`config.mk`:
```
export PLATFORM = sky130hd
export DESIGN_NAME = wildcard_glob_matcher_top
export DESIGN_NICKNAME = d
export VERILOG_FILES = /design/src/sv/wgm_pkg.sv /design/src/sv/wildcard_glob_matcher_top.sv /design/src/sv/wgm_cell.sv
export SDC_FILE = /design/constraint.sdc
export NUM_CORES = 1
export LEC_CHECK = 0
export BUFFER_PORTS_ARGS = -buffer_cell sky130_fd_sc_hd__buf_2
export CAP_MARGIN = 20
export CORE_MARGIN = 5
export CORE_UTILIZATION = 45
export CTS_BUF_LIST = sky130_fd_sc_hd__clkbuf_8
export DETAILED_ROUTE_END_ITERATION = 7
export PLACE_DENSITY = 0.62
export SLEW_MARGIN = 20
export SYNTH_ARGS = -nofsm -noshare
export SYNTH_HDL_FRONTEND = slang
export SYNTH_SLANG_ARGS = --single-unit
```
`constraint.sdc`:
```
create_clock -name i_clk -period 4.2 [get_ports i_clk]
set_input_delay 0.84 -clock i_clk [delete_from_list [all_inputs] [get_ports i_clk]]
set_output_delay 0.84 -clock i_clk [all_outputs]
set_load 0.005 [all_outputs]
```
`src/sv/wgm_pkg.sv`:
```
`default_nettype none

package wgm_pkg;

    // Number of mask symbols the cell row can hold.
    localparam int MASK_DEPTH = 32;
    // Bits of a mask or text symbol that take part in a compare.
    localparam int SYMBOL_BITS = 16;
    // Width of the text length counter and of the reported length.
    localparam int COUNT_BITS = 16;
    // Width of the mask fill count, which must be able to hold MASK_DEPTH itself.
    localparam int MCNT_BITS = $clog2(MASK_DEPTH + 1);

    localparam logic [SYMBOL_BITS-1:0] STAR_CODE      = SYMBOL_BITS'(42);
    localparam logic [SYMBOL_BITS-1:0] ANY_RESET      = SYMBOL_BITS'(63);
    localparam logic [SYMBOL_BITS-1:0] CHAR_UPPER_A   = SYMBOL_BITS'(65);
    localparam logic [SYMBOL_BITS-1:0] CHAR_UPPER_Z   = SYMBOL_BITS'(90);
    localparam logic [SYMBOL_BITS-1:0] CASE_OFFSET    = SYMBOL_BITS'(32);
    localparam logic [COUNT_BITS-1:0]  COUNT_CAP      = '1;

    // Kind of an input transfer, carried in tuser.
    localparam logic MODE_MASK = 1'b0;
    localparam logic MODE_TEXT = 1'b1;

    // Configuration register indexes.
    localparam logic CFG_ANY_SYMBOL = 1'b0;
    localparam logic CFG_CASE_FOLD  = 1'b1;

    typedef enum logic [1:0] {
        STATUS_MATCH    = 2'd0,
        STATUS_NO_MATCH = 2'd1,
        STATUS_OVERFLOW = 2'd2
    } t_status;

    // Values shared by every cell of the row in a cycle.
    typedef struct packed {
        logic [SYMBOL_BITS-1:0] wr_sym;
        logic [SYMBOL_BITS-1:0] text_sym_folded;
        logic [SYMBOL_BITS-1:0] any_symbol;
        logic                   case_fold;
    } t_bcast;

    // Update of the active position bits.
    typedef struct packed {
        logic step;
        logic restart;
    } t_act_ctl;

    // Maps A-Z onto a-z when folding is on.
    function automatic logic [SYMBOL_BITS-1:0] fold_sym(input logic [SYMBOL_BITS-1:0] c,
                                                        input logic en);
        logic [SYMBOL_BITS-1:0] r;
        r = c;
        if (en && (c inside {[CHAR_UPPER_A:CHAR_UPPER_Z]})) begin
            r = c + CASE_OFFSET;
        end
        return r;
    endfunction

endpackage

`default_nettype wire

```
`src/sv/wildcard_glob_matcher_top.sv`:
```
`default_nettype none

// Wildcard mask matcher. A mask is loaded as a run of transfers with tuser 0, one symbol
// each, closed by tlast; text then streams in with tuser 1, one symbol each, and the
// transfer with tlast yields one result: tuser 0 match, 1 no match, 2 mask longer than
// the store, with tdata holding the text length (saturating) on a match and 0 otherwise.
// '*' matches any run, the configured any-symbol matches one symbol, every other symbol
// matches itself, optionally folding A-Z onto a-z. A text matches if it matches some
// prefix of the mask. A new transfer is taken in every cycle unless input is stalled:
// the mask is held in a row of cells, one per position, and the whole set of
// live positions moves once per text symbol, with star closure rippling along the row.
// A result sits in an output register; input stalls only while that register is full
// and the downstream side is not ready. Configuration writes are taken at any time but
// should only be issued while the block is idle.
module wildcard_glob_matcher_top (
    input  wire logic        i_clk,
    input  wire logic        i_rst_n,
    // Configuration write: index 0 any-symbol, index 1 case fold.
    input  wire logic        i_cfg_valid,
    output logic             o_cfg_ready,
    input  wire logic        i_cfg_index,
    input  wire logic [15:0] i_cfg_data,
    // Input stream.
    input  wire logic        s_axis_tvalid,
    output logic             s_axis_tready,
    input  wire logic [15:0] s_axis_tdata,   // [15:0] symbol
    input  wire logic        s_axis_tuser,   // [0] mode
    input  wire logic        s_axis_tlast,
    // Result stream.
    output logic             m_axis_tvalid,
    input  wire logic        m_axis_tready,
    output logic [15:0]      m_axis_tdata,   // [15:0] matched_length
    output logic [1:0]       m_axis_tuser    // [1:0] status
);

    localparam int D = wgm_pkg::MASK_DEPTH;

    // Configuration registers.
    logic [wgm_pkg::SYMBOL_BITS-1:0] r_any_symbol;
    logic                            r_case_fold;

    // Mask bookkeeping.
    logic [wgm_pkg::MCNT_BITS-1:0]   r_mask_count, n_mask_count;
    logic [wgm_pkg::MCNT_BITS-1:0]   eff_count;
    logic                            r_overflow, n_overflow;
    logic                            r_closed, n_closed;

    // Text bookkeeping.
    logic [wgm_pkg::COUNT_BITS-1:0]  r_text_count, n_text_count;
    logic                            r_tail;
    logic                            n_tail;

    // Output register.
    logic                            r_out_valid;
    wgm_pkg::t_status                r_status, n_status;
    logic [15:0]                     r_len, n_len;

    logic                            accept;
    logic                            mask_wr;
    logic                            text_step;
    logic                            text_end;
    logic                            any_active;

    wgm_pkg::t_bcast                 bcast;
    wgm_pkg::t_act_ctl               act_ctl;
    logic [D:0]                      carry;
    logic [D:0]                      adv;
    logic [D-1:0]                    next_act;

    assign o_cfg_ready = 1'b1;

    always_ff @(posedge i_clk) begin
        if (!i_rst_n) begin
            r_any_symbol <= wgm_pkg::ANY_RESET;
            r_case_fold  <= 1'b0;
        end else if (i_cfg_valid) begin
            case (i_cfg_index)
                wgm_pkg::CFG_ANY_SYMBOL: r_any_symbol <= i_cfg_data[wgm_pkg::SYMBOL_BITS-1:0];
                wgm_pkg::CFG_CASE_FOLD:  r_case_fold  <= i_cfg_data[0];
                default: ;
            endcase
        end
    end

    // The output register frees itself in the same cycle it is taken.
    assign s_axis_tready = !r_out_valid || m_axis_tready;
    assign accept        = s_axis_tvalid && s_axis_tready;
    assign mask_wr       = accept && (s_axis_tuser == wgm_pkg::MODE_MASK);
    assign text_step     = accept && (s_axis_tuser == wgm_pkg::MODE_TEXT);
    assign text_end      = text_step && s_axis_tlast;

    // A closed mask is dropped when the next mask symbol comes in.
    assign eff_count = r_closed ? '0 : r_mask_count;

    always_comb begin
        n_mask_count = r_mask_count;
        n_overflow   = r_overflow;
        n_closed     = r_closed;
        if (mask_wr) begin
            n_overflow = r_closed ? 1'b0 : r_overflow;
            if (eff_count < wgm_pkg::MCNT_BITS'(D)) begin
                n_mask_count = eff_count + 1'b1;
            end else begin
                n_mask_count = eff_count;
                n_overflow   = 1'b1;
            end
            n_closed = s_axis_tlast;
        end
    end

    always_ff @(posedge i_clk) begin
        if (!i_rst_n) begin
            r_mask_count <= '0;
            r_overflow   <= 1'b0;
            r_closed     <= 1'b0;
        end else begin
            r_mask_count <= n_mask_count;
            r_overflow   <= n_overflow;
            r_closed     <= n_closed;
        end
    end

    always_comb begin
        bcast.wr_sym          = s_axis_tdata[wgm_pkg::SYMBOL_BITS-1:0];
        bcast.text_sym_folded = wgm_pkg::fold_sym(s_axis_tdata[wgm_pkg::SYMBOL_BITS-1:0],
                                                  r_case_fold);
        bcast.any_symbol      = r_any_symbol;
        bcast.case_fold       = r_case_fold;
        act_ctl.restart       = mask_wr || text_end;
        act_ctl.step          = text_step;
    end

    // The row of cells. Stars pass liveness to the right through carry; a consumed text
    // symbol moves liveness to the right through adv.
    assign carry[0] = 1'b0;
    assign adv[0]   = 1'b0;

    for (genvar i = 0; i < D; i++) begin : g_cell
        wgm_cell u_cell (
            .i_clk   (i_clk),
            .i_rst_n (i_rst_n),
            .i_init  ((i == 0) ? 1'b1 : 1'b0),
            .i_wr_en (mask_wr && (eff_count == wgm_pkg::MCNT_BITS'(i))),
            .i_valid (r_mask_count > wgm_pkg::MCNT_BITS'(i)),
            .i_bcast (bcast),
            .i_ctl   (act_ctl),
            .i_carry (carry[i]),
            .i_adv   (adv[i]),
            .o_carry (carry[i+1]),
            .o_adv   (adv[i+1]),
            .o_next  (next_act[i])
        );
    end

    // The position past the last cell, reached by a full mask, only collects liveness from its left.
    assign n_tail = adv[D];

    always_ff @(posedge i_clk) begin
        if (!i_rst_n) begin
            r_tail <= 1'b0;
        end else if (act_ctl.restart) begin
            r_tail <= 1'b0;
        end else if (act_ctl.step) begin
            r_tail <= n_tail;
        end
    end

    assign any_active   = (|next_act) || n_tail;
    assign n_text_count = (r_text_count == wgm_pkg::COUNT_CAP) ? r_text_count
                                                               : r_text_count + 1'b1;

    always_ff @(posedge i_clk) begin
        if (!i_rst_n) begin
            r_text_count <= '0;
        end else if (act_ctl.restart) begin
            r_text_count <= '0;
        end else if (text_step) begin
            r_text_count <= n_text_count;
        end
    end

    always_comb begin
        n_len = '0;
        if (r_overflow) begin
            n_status = wgm_pkg::STATUS_OVERFLOW;
        end else if (any_active && (r_mask_count != '0)) begin
            n_status = wgm_pkg::STATUS_MATCH;
            n_len    = 16'(n_text_count);
        end else begin
            n_status = wgm_pkg::STATUS_NO_MATCH;
        end
    end

    always_ff @(posedge i_clk) begin
        if (!i_rst_n) begin
            r_out_valid <= 1'b0;
        end else if (text_end) begin
            r_out_valid <= 1'b1;
        end else if (m_axis_tready) begin
            r_out_valid <= 1'b0;
        end
    end

    always_ff @(posedge i_clk) begin
        if (text_end) begin
            r_status <= n_status;
            r_len    <= n_len;
        end
    end

    assign m_axis_tvalid = r_out_valid;
    assign m_axis_tdata  = r_len;
    assign m_axis_tuser  = r_status;

endmodule

`default_nettype wire

```
`src/sv/wgm_cell.sv`:
```
`default_nettype none

// One mask position: holds its mask symbol and whether it is active.
module wgm_cell (
    input  wire logic             i_clk,
    input  wire logic             i_rst_n,
    input  wire logic             i_init,
    input  wire logic             i_wr_en,
    input  wire logic             i_valid,
    input  wire wgm_pkg::t_bcast  i_bcast,
    input  wire wgm_pkg::t_act_ctl i_ctl,
    input  wire logic             i_carry,
    input  wire logic             i_adv,
    output logic                  o_carry,
    output logic                  o_adv,
    output logic                  o_next
);

    logic [wgm_pkg::SYMBOL_BITS-1:0] r_sym;
    logic                            r_act;
    logic                            n_act;
    logic                            is_any;
    logic                            is_star;
    logic                            closed;
    logic                            lit_eq;

    always_ff @(posedge i_clk) begin
        if (i_wr_en) begin
            r_sym <= i_bcast.wr_sym;
        end
    end

    always_comb begin
        is_any  = (r_sym == i_bcast.any_symbol);
        is_star = (r_sym == wgm_pkg::STAR_CODE) && !is_any;
        lit_eq  = (wgm_pkg::fold_sym(r_sym, i_bcast.case_fold) == i_bcast.text_sym_folded);
        // A star reached by the left neighbor also makes this position live.
        closed  = r_act | i_carry;
        o_carry = i_valid & closed & is_star;
        o_adv   = i_valid & closed & !is_star & (is_any | lit_eq);
        n_act   = o_carry | i_adv;
        o_next  = n_act;
    end

    always_ff @(posedge i_clk) begin
        if (!i_rst_n) begin
            r_act <= i_init;
        end else if (i_ctl.restart) begin
            r_act <= i_init;
        end else if (i_ctl.step) begin
            r_act <= n_act;
        end
    end

endmodule

`default_nettype wire

```
==> flow_summary_export.csv, run 1 <==
group,metric,value,unit
power_and_ir_drop,vdd_ir_drop_max,0.227,mV
die,start_util,45.4,%
placed_design,dpl_cell_area,43400,um2
detailed_routing,routed_wl,133,mm
setup_path,r2r_slack,-0.21,ns
setup_path,critPathMaxStageDelay,0.59,ns
cells_and_area,finalInstanceArea,46500,um2
yosys,synth_flop_cell,"edfxtp_1",
sta,min_period_over_period,105,%
die,die_area,88700,um2
yosys,postSynthCellCount,3481,
cts,path_clk_slew,0.06,ns
yosys,synthArstFlopShare,0,%
placed_design,place_congestion,0.986,
cts,ctsRootBufferMaster,"clkbuf_8",
placed_design,io_buffer_count,59,
detailed_routing,drc,0,
cts,postCtsHoldBufs,0,
yosys,yosysSeqAreaShare,46.7,%
detailed_routing,wire_per_inst,25.1,um
power_and_ir_drop,p_clk_share,41.0,%
sta,max_freq,227,MHz
setup_path,crit_type,"flip-flop to flip-flop",
cells_and_area,fin_util,56.6,%
setup_path,crit_slowest_cell,"or4_4",
status,status,"finished with violations",
detailed_routing,vias,31300,
cells_and_area,final_nets,4213,
sta,period_needed,4.41,ns
setup_path,critical_path.max_fanout,8,
sta,slew_viol_final,0,
sta,setup_viol,17,
die,io_pins,61,
sta,setup_tns,-2.70,ns
setup_path,crit_arrival,4.85,ns
setup_path,path_cells,"or4_4, nor3_4, nand3_1, nor4b_2, nand4_1, buf_4, a21o_4, a211o_4, a31o_4, o31ai_4, and2_4, nor4b_2, and4b_4, buf_16, nor2b_4",
die,core-area,82100,um2
power_and_ir_drop,seqPwrFrac,48.3,%
die,die_h,298,um
die,rows,105,
hold_path,hold_path.class,"input port to flip-flop",
sta,rsz0062_at_grt,"true",
setup_path,path_delay_family,"simple AND/OR/NAND/NOR gates",
setup_path,critPathBufInv,2,
power_and_ir_drop,netSwitchingPower,3.53,mW
detailed_routing,ant_nets,0,
cells_and_area,num-fill-cells,7076,
run,drv_cap,0,
power_and_ir_drop,powerDensity,294,nW/um2
global_routing,overflow,0,
setup_path,end_kind,"flip-flop",
yosys,synth_edf_count,530,
cts,cts_tree,"done",
hold_path,hold_end,"r_any_symbol[4]",
cells_and_area,drive_gt1_share,23.6,%
placed_design,dp_hpwl,94.9,mm
cts,numCtsBuffers,106,
cells_and_area,area_delta_synth_final,24.6,%
power_and_ir_drop,cellLeakagePower,16.7,nW
detailed_routing,via_per_inst,5.90,
cts,cts_buffer_depth,3,
yosys,ys_types,92,
setup_path,r2r-end,"m_axis_tuser[0]",
sta,clock_skew,0.0543,ns
status,violations,"setup timing",
setup_path,r2r_start,"g_cell[3].u_cell.r_sym[9]",
power_and_ir_drop,internal_power,10.1,mW
global_routing,gr-usage-all-layers,28.8,%
setup_path,crit_top_cell,"nor4b_2",
cts,cts.sink_count,604,
die,die_w,298,um
setup_path,worstSetupStartpointType,"flip-flop",
global_routing,antenna_found_initial,2,
global_routing,grt_pass1_vias,30500,
yosys,synthesis.nets,3559,
yosys,synth.cell_area,37300,um2
yosys,avgSynthCellArea,10.7,um2
sta,setup_slack,-0.213,ns
yosys,ys_seq_elements,604,
sta,relSlewSlack,22.8,%
global_routing,grt_pass1_wl,194,mm
setup_path,reg2reg_depth,15,
cts,insertion_delay,0.76,ns
detailed_routing,firstDrtPassIters,6,
global_routing,grt_start_max_net_pins,50,
cts,htree_levels,3,
sta,tightest_slew,1.16,ns
sta,finalHoldViolCount,0,
power_and_ir_drop,comb_power_share,10.7,%
hold_path,whs_path_depth,3,
setup_path,critical_path_required,4.63,ns
detailed_routing,dr.first_iter.drc_count,3234,
yosys,ys_warn_count,0,
power_and_ir_drop,switching_share,25.9,%
hold_path,worstHoldStart,"i_cfg_data[4]",
==> worst min-delay path: stages <==
cell and delay (ns):
buf_2 0.08, nand2_1 0.04, nand3_1 0.06
==> power by group through the flow <==
stage / logic, mW / clock network (mW) / registers [mW]
CTS: 1.42 / 5.69 / 6.60
floorplan: 0.722 / 0 / 6.70
detailed placement: 1.39 / 0 / 6.73
global route: 1.52 / 5.95 / 6.60
finish: 1.46 / 5.60 / 6.60
global placement: 1.38 / 0 / 6.73
==> Yosys cell counts (28+ instances only) <==
master    number  area share (%)
o21ai_0       64            0.86
nor3_1       114             1.5
a21oi_1      127             1.7
and3_1        28            0.47
nor4_1       209             3.5
buf_2         71            0.95
clkbuf_1      54            0.54
dfxtp_1       74             4.0
inv_1         51            0.51
nor2_1       170             1.7
nand2_1      175             1.8
xor2_1       582              14
nand4_1      145             2.4
ha_1          38             1.3
nand3_1       95             1.3
or3_1         52            0.87
edfxtp_1     530              43
and2_1        39            0.65
xnor2_1      453              11
==> stage by stage <==
step                total power, mW  cells  setup WS, ns  hold WS, ns
CTS                            13.7   5283        -0.174        0.291
finish                         13.7   5302        -0.213        0.340
floorplan                      7.42   3481        0.0132        0.406
global placement               8.11   5070        -0.820        0.440
detailed placement             8.12   5070        -0.796        0.445
global route                   14.1   5298        -0.335        0.312
==> flip-flops by register name (all words and copies together) (netlist names), 2 cells and up <==
register	cells
r_text_count	16
r_mask_count	6
m_axis_tuser	2
g_cell.u_cell.r_act	32
m_axis_tdata	16
g_cell.u_cell.r_sym	512
r_any_symbol	16
==> area by class of cell <==
cell class / count / area [um2] / share of cell area, %
well taps: 1070 / 1340 / 2.88
diodes: 6 / 15.0 / 0.0323
inverters: 51 / 191 / 0.412
clock buffers: 112 / 1540 / 3.32
repair buffers: 720 / 5940 / 12.8
multi-input cells: 2652 / 19400 / 41.7
flip-flops and latches: 604 / 17500 / 37.6
clock inverters: 87 / 603 / 1.30
==> cells in the final DEF (no fill, tap or decap), types with 35 or more instances in the layout <==
cell      netlist  layout
xor2_1        582     582
nor3_1        114     108
clkbuf_8        0     112
buf_4          18     616
a21oi_1       127     124
o21ai_0        64      59
nor4_1        209     191
dfxtp_1        74      57
or3_1          52      51
buf_12          0      46
buf_2          71      46
inv_1          51      92
ha_1           38      38
xnor2_1       453     451
nand2_1       175     173
nor2_1        170     168
nand4_1       145     145
and2_1         39      35
nand3_1        95      92
edfxtp_1      530     530
==> cell families after synthesis <==
group,share of synthesized area (%)
flip-flops,46.7
multiplexers,0.0537
buffers and inverters,2.90
XOR/XNOR,24.3
adder cells (fa/ha/maj),1.28
AND/OR/NAND/NOR,17.7
other,0.0101
AO/OA/AOI/OAI,7.04
==> how the worst max path moves through the flow <==
stage,from,to,slack (ns),cells past startpoint
after detailed placement,s_axis_tdata[0],m_axis_tdata[1],-0.80,19
final,g_cell[3].u_cell.r_sym[9],m_axis_tuser[0],-0.21,15
after global placement,s_axis_tdata[14],m_axis_tdata[2],-0.82,18
after global routing,g_cell[3].u_cell.r_sym[9],m_axis_tdata[12],-0.33,15
after floorplan,s_axis_tdata[13],m_axis_tdata[14],0.01,15
after CTS,g_cell[3].u_cell.r_sym[10],m_axis_tdata[1],-0.17,18
==> per-layer routing <==
layer  GRT usage [%]  vias to the layer above  part of all wire [%]
met4            11.7                        0                   5.3
met3            5.07                      390                   9.4
met2            45.7                     1599                    44
met1            39.2                    15200                    41
met5               0                        -                     0
li1                -                    14100                     -
==> repair_timing <==
item / 4_1_cts / 5_1_grt
buffers inserted: 13 / 12
setup endpoints to repair: 17 / 17
gates cloned: 1 / 1
hold endpoints to repair: 0 / 0
gates resized for setup: 45 / 68
pin swaps: 17 / 45
(Power assumes the default switching activity.)
==> inputs of run 2 (changes only) <==
--- a/config.mk
+++ b/config.mk
@@ -12,6 +12,7 @@
 export CTS_BUF_LIST = sky130_fd_sc_hd__clkbuf_8
 export DETAILED_ROUTE_END_ITERATION = 7
 export PLACE_DENSITY = 0.62
+export REMOVE_ABC_BUFFERS = 1
 export SLEW_MARGIN = 20
 export SYNTH_ARGS = -nofsm -noshare
 export SYNTH_HDL_FRONTEND = slang
==> run 2 against run 1 <==
The run still ends with setup timing left. First-iteration DRC count grew 21%. Clock skew is 0.016 ns lower. Core utilization shrank 0.31 points. Fmax shrank 2.3%. Via count rose by 0.63%. Cell area down 0.55%. Setup slack lost 0.11 ns. Total power down 3.1%.
==> flow_summary_export.csv, run 2 (synthesized netlist as in run 1, its figures left out) <==
group,metric,value,unit
global_routing,grt_pass1_vias,30600,
cells_and_area,registers.top_by_ff_count,"g_cell.u_cell.r_sym",
cells_and_area,finalInstanceArea,46200,um2
sta,tightest_slew,1.06,ns
die,die_h,298,um
cells_and_area,largest_reg_flops,512,
sta,slew_viol_final,0,
cts,numCtsBuffers,104,
power_and_ir_drop,powerDensity,286,nW/um2
cts,htree_levels,3,
sta,relSlewSlack,29.1,%
sta,period_needed,4.52,ns
die,start_util,45.4,%
sta,setup_viol,17,
run,drv_cap,0,
die,io_pins,61,
die,die_area,88700,um2
detailed_routing,drc,0,
die,die_w,298,um
cells_and_area,num-fill-cells,7046,
detailed_routing,wire_per_inst,26.0,um
sta,clock_skew,0.0378,ns
hold_path,hold_path.class,"input port to flip-flop",
global_routing,grt_start_max_net_pins,45,
placed_design,place_congestion,1.01,
placed_design,dpl_cell_area,43700,um2
setup_path,critical_path.max_fanout,8,
global_routing,gr-usage-all-layers,29.6,%
sta,min_period_over_period,108,%
detailed_routing,via_per_inst,5.98,
detailed_routing,firstDrtPassIters,6,
cts,insertion_delay,0.76,ns
placed_design,dp_hpwl,99.7,mm
sta,rsz0062_at_grt,"true",
setup_path,reg2reg_depth,19,
sta,setup_tns,-5.01,ns
cells_and_area,top_regs,"g_cell.u_cell.r_sym: 512 flops, g_cell.u_cell.r_act: 32 flops",
power_and_ir_drop,vdd_ir_drop_max,0.230,mV
global_routing,overflow,0,
detailed_routing,routed_wl,137,mm
power_and_ir_drop,cellLeakagePower,16.5,nW
cts,ctsRootBufferMaster,"clkbuf_8",
die,core-area,82100,um2
cts,cts.sink_count,604,
setup_path,end_kind,"flip-flop",
die,rows,105,
sta,finalHoldViolCount,0,
status,status,"finished with violations",
cts,path_clk_slew,0.06,ns
cts,cts_tree,"done",
placed_design,io_buffer_count,59,
sta,setup_slack,-0.319,ns
cells_and_area,layout_commonest_cell,"xor2_1",
global_routing,grt_pass1_wl,199,mm
setup_path,worstSetupStartpointType,"flip-flop",
cts,cts_buffer_depth,3,
setup_path,crit_type,"flip-flop to flip-flop",
setup_path,crit_arrival,4.97,ns
hold_path,whs_path_depth,3,
cells_and_area,area_delta_synth_final,23.9,%
detailed_routing,dr.first_iter.drc_count,3913,
cells_and_area,drive_gt1_share,22.8,%
detailed_routing,ant_nets,0,
sta,max_freq,221,MHz
cells_and_area,final_nets,4188,
global_routing,antenna_found_initial,2,
cells_and_area,mostFrequentLayoutCells,"xor2_1 (582), buf_4 (575), edfxtp_1 (530), xnor2_1 (448), nor4_1 (192)",
status,violations,"setup timing",
setup_path,critical_path_required,4.65,ns
detailed_routing,vias,31500,
-- run 2: critical path, stage by stage, from the launching register on --
cell,delay [ns]
dfxtp_2,0.34
buf_4,0.18
buf_12,0.17
buf_4,0.16
xor2_1,0.17
nor4_2,0.37
nand4_1,0.25
a41oi_1,0.26
buf_4,0.16
o21ai_1,0.13
a21oi_2,0.25
o211a_4,0.24
a21boi_4,0.08
buf_4,0.13
o21ai_0,0.31
o211ai_1,0.18
nor4_2,0.19
and4b_4,0.39
clkbuf_16,0.20
nor3_2,0.04
-- run 2: final timing paths --
| path | start | endpoint | slack [ns] |
|---|---|---|---|
| setup / recovery | r_any_symbol[4] | m_axis_tdata[11] | -0.32 |
| hold / removal | i_cfg_data[3] | r_any_symbol[3] | 0.29 |
| setup reg to reg | r_any_symbol[4] | m_axis_tdata[11] | -0.32 |
| hold reg to reg | g_cell[22].u_cell.r_act | g_cell[22].u_cell.r_act | 0.46 |
-- run 2: report_power, final --
group          leakage, nW  total (mW)  switching (mW)  internal [mW]
combinational         10.1        1.53           0.928          0.603
sequential            5.37        6.58          0.0317           6.55
clock                 1.08        5.12            2.61           2.51
total                 16.5        13.2            3.57           9.66
-- run 2: layout make-up --
cell class              count  area [um2]  share of cell area (%)
multi-input cells        2652       19300                    41.7
flip-flops and latches    604       17400                    37.7
repair buffers            697        6070                    13.1
clock buffers             108        1490                    3.22
well taps                1070        1340                    2.90
clock inverters            83         428                   0.926
inverters                  51         191                   0.414
diodes                      1        2.50                 0.00542
-- run 2: per-stage QoR --
stage	power (mW)	utilization [%]	setup WS [ns]	hold slack [ns]	instances
final	13.2	56.3	-0.319	0.293	5266
after global routing	13.6	56.3	-0.397	0.285	5266
after CTS	13.3	55.7	-0.234	0.246	5253
after detailed placement	8.19	53.2	-1.11	0.448	5060
after global placement	8.18	53.2	-1.13	0.439	5060
after floorplan	7.29	-	-2.16	0.431	3307
-- run 2: layer usage --
metal  share of wire, %  GRT usage, %  vias up  wire length [um]
li1                   -             -    14000                 -
met1                 41          41.1    15400             56600
met2                 44          45.8     1740             59900
met3                 10          5.66      350             14000
met4                4.6          12.1        0              6320
met5                  0             0        -                 0
-- run 2: what timing repair did --
item / 4_1_cts / 5_1_grt
cloned: 0 / 3
resized for setup: 27 / 55
pin swaps: 7 / 40
setup endpoints to repair: 17 / 17
buffers inserted: 2 / 10
hold buffers: 0 / 0
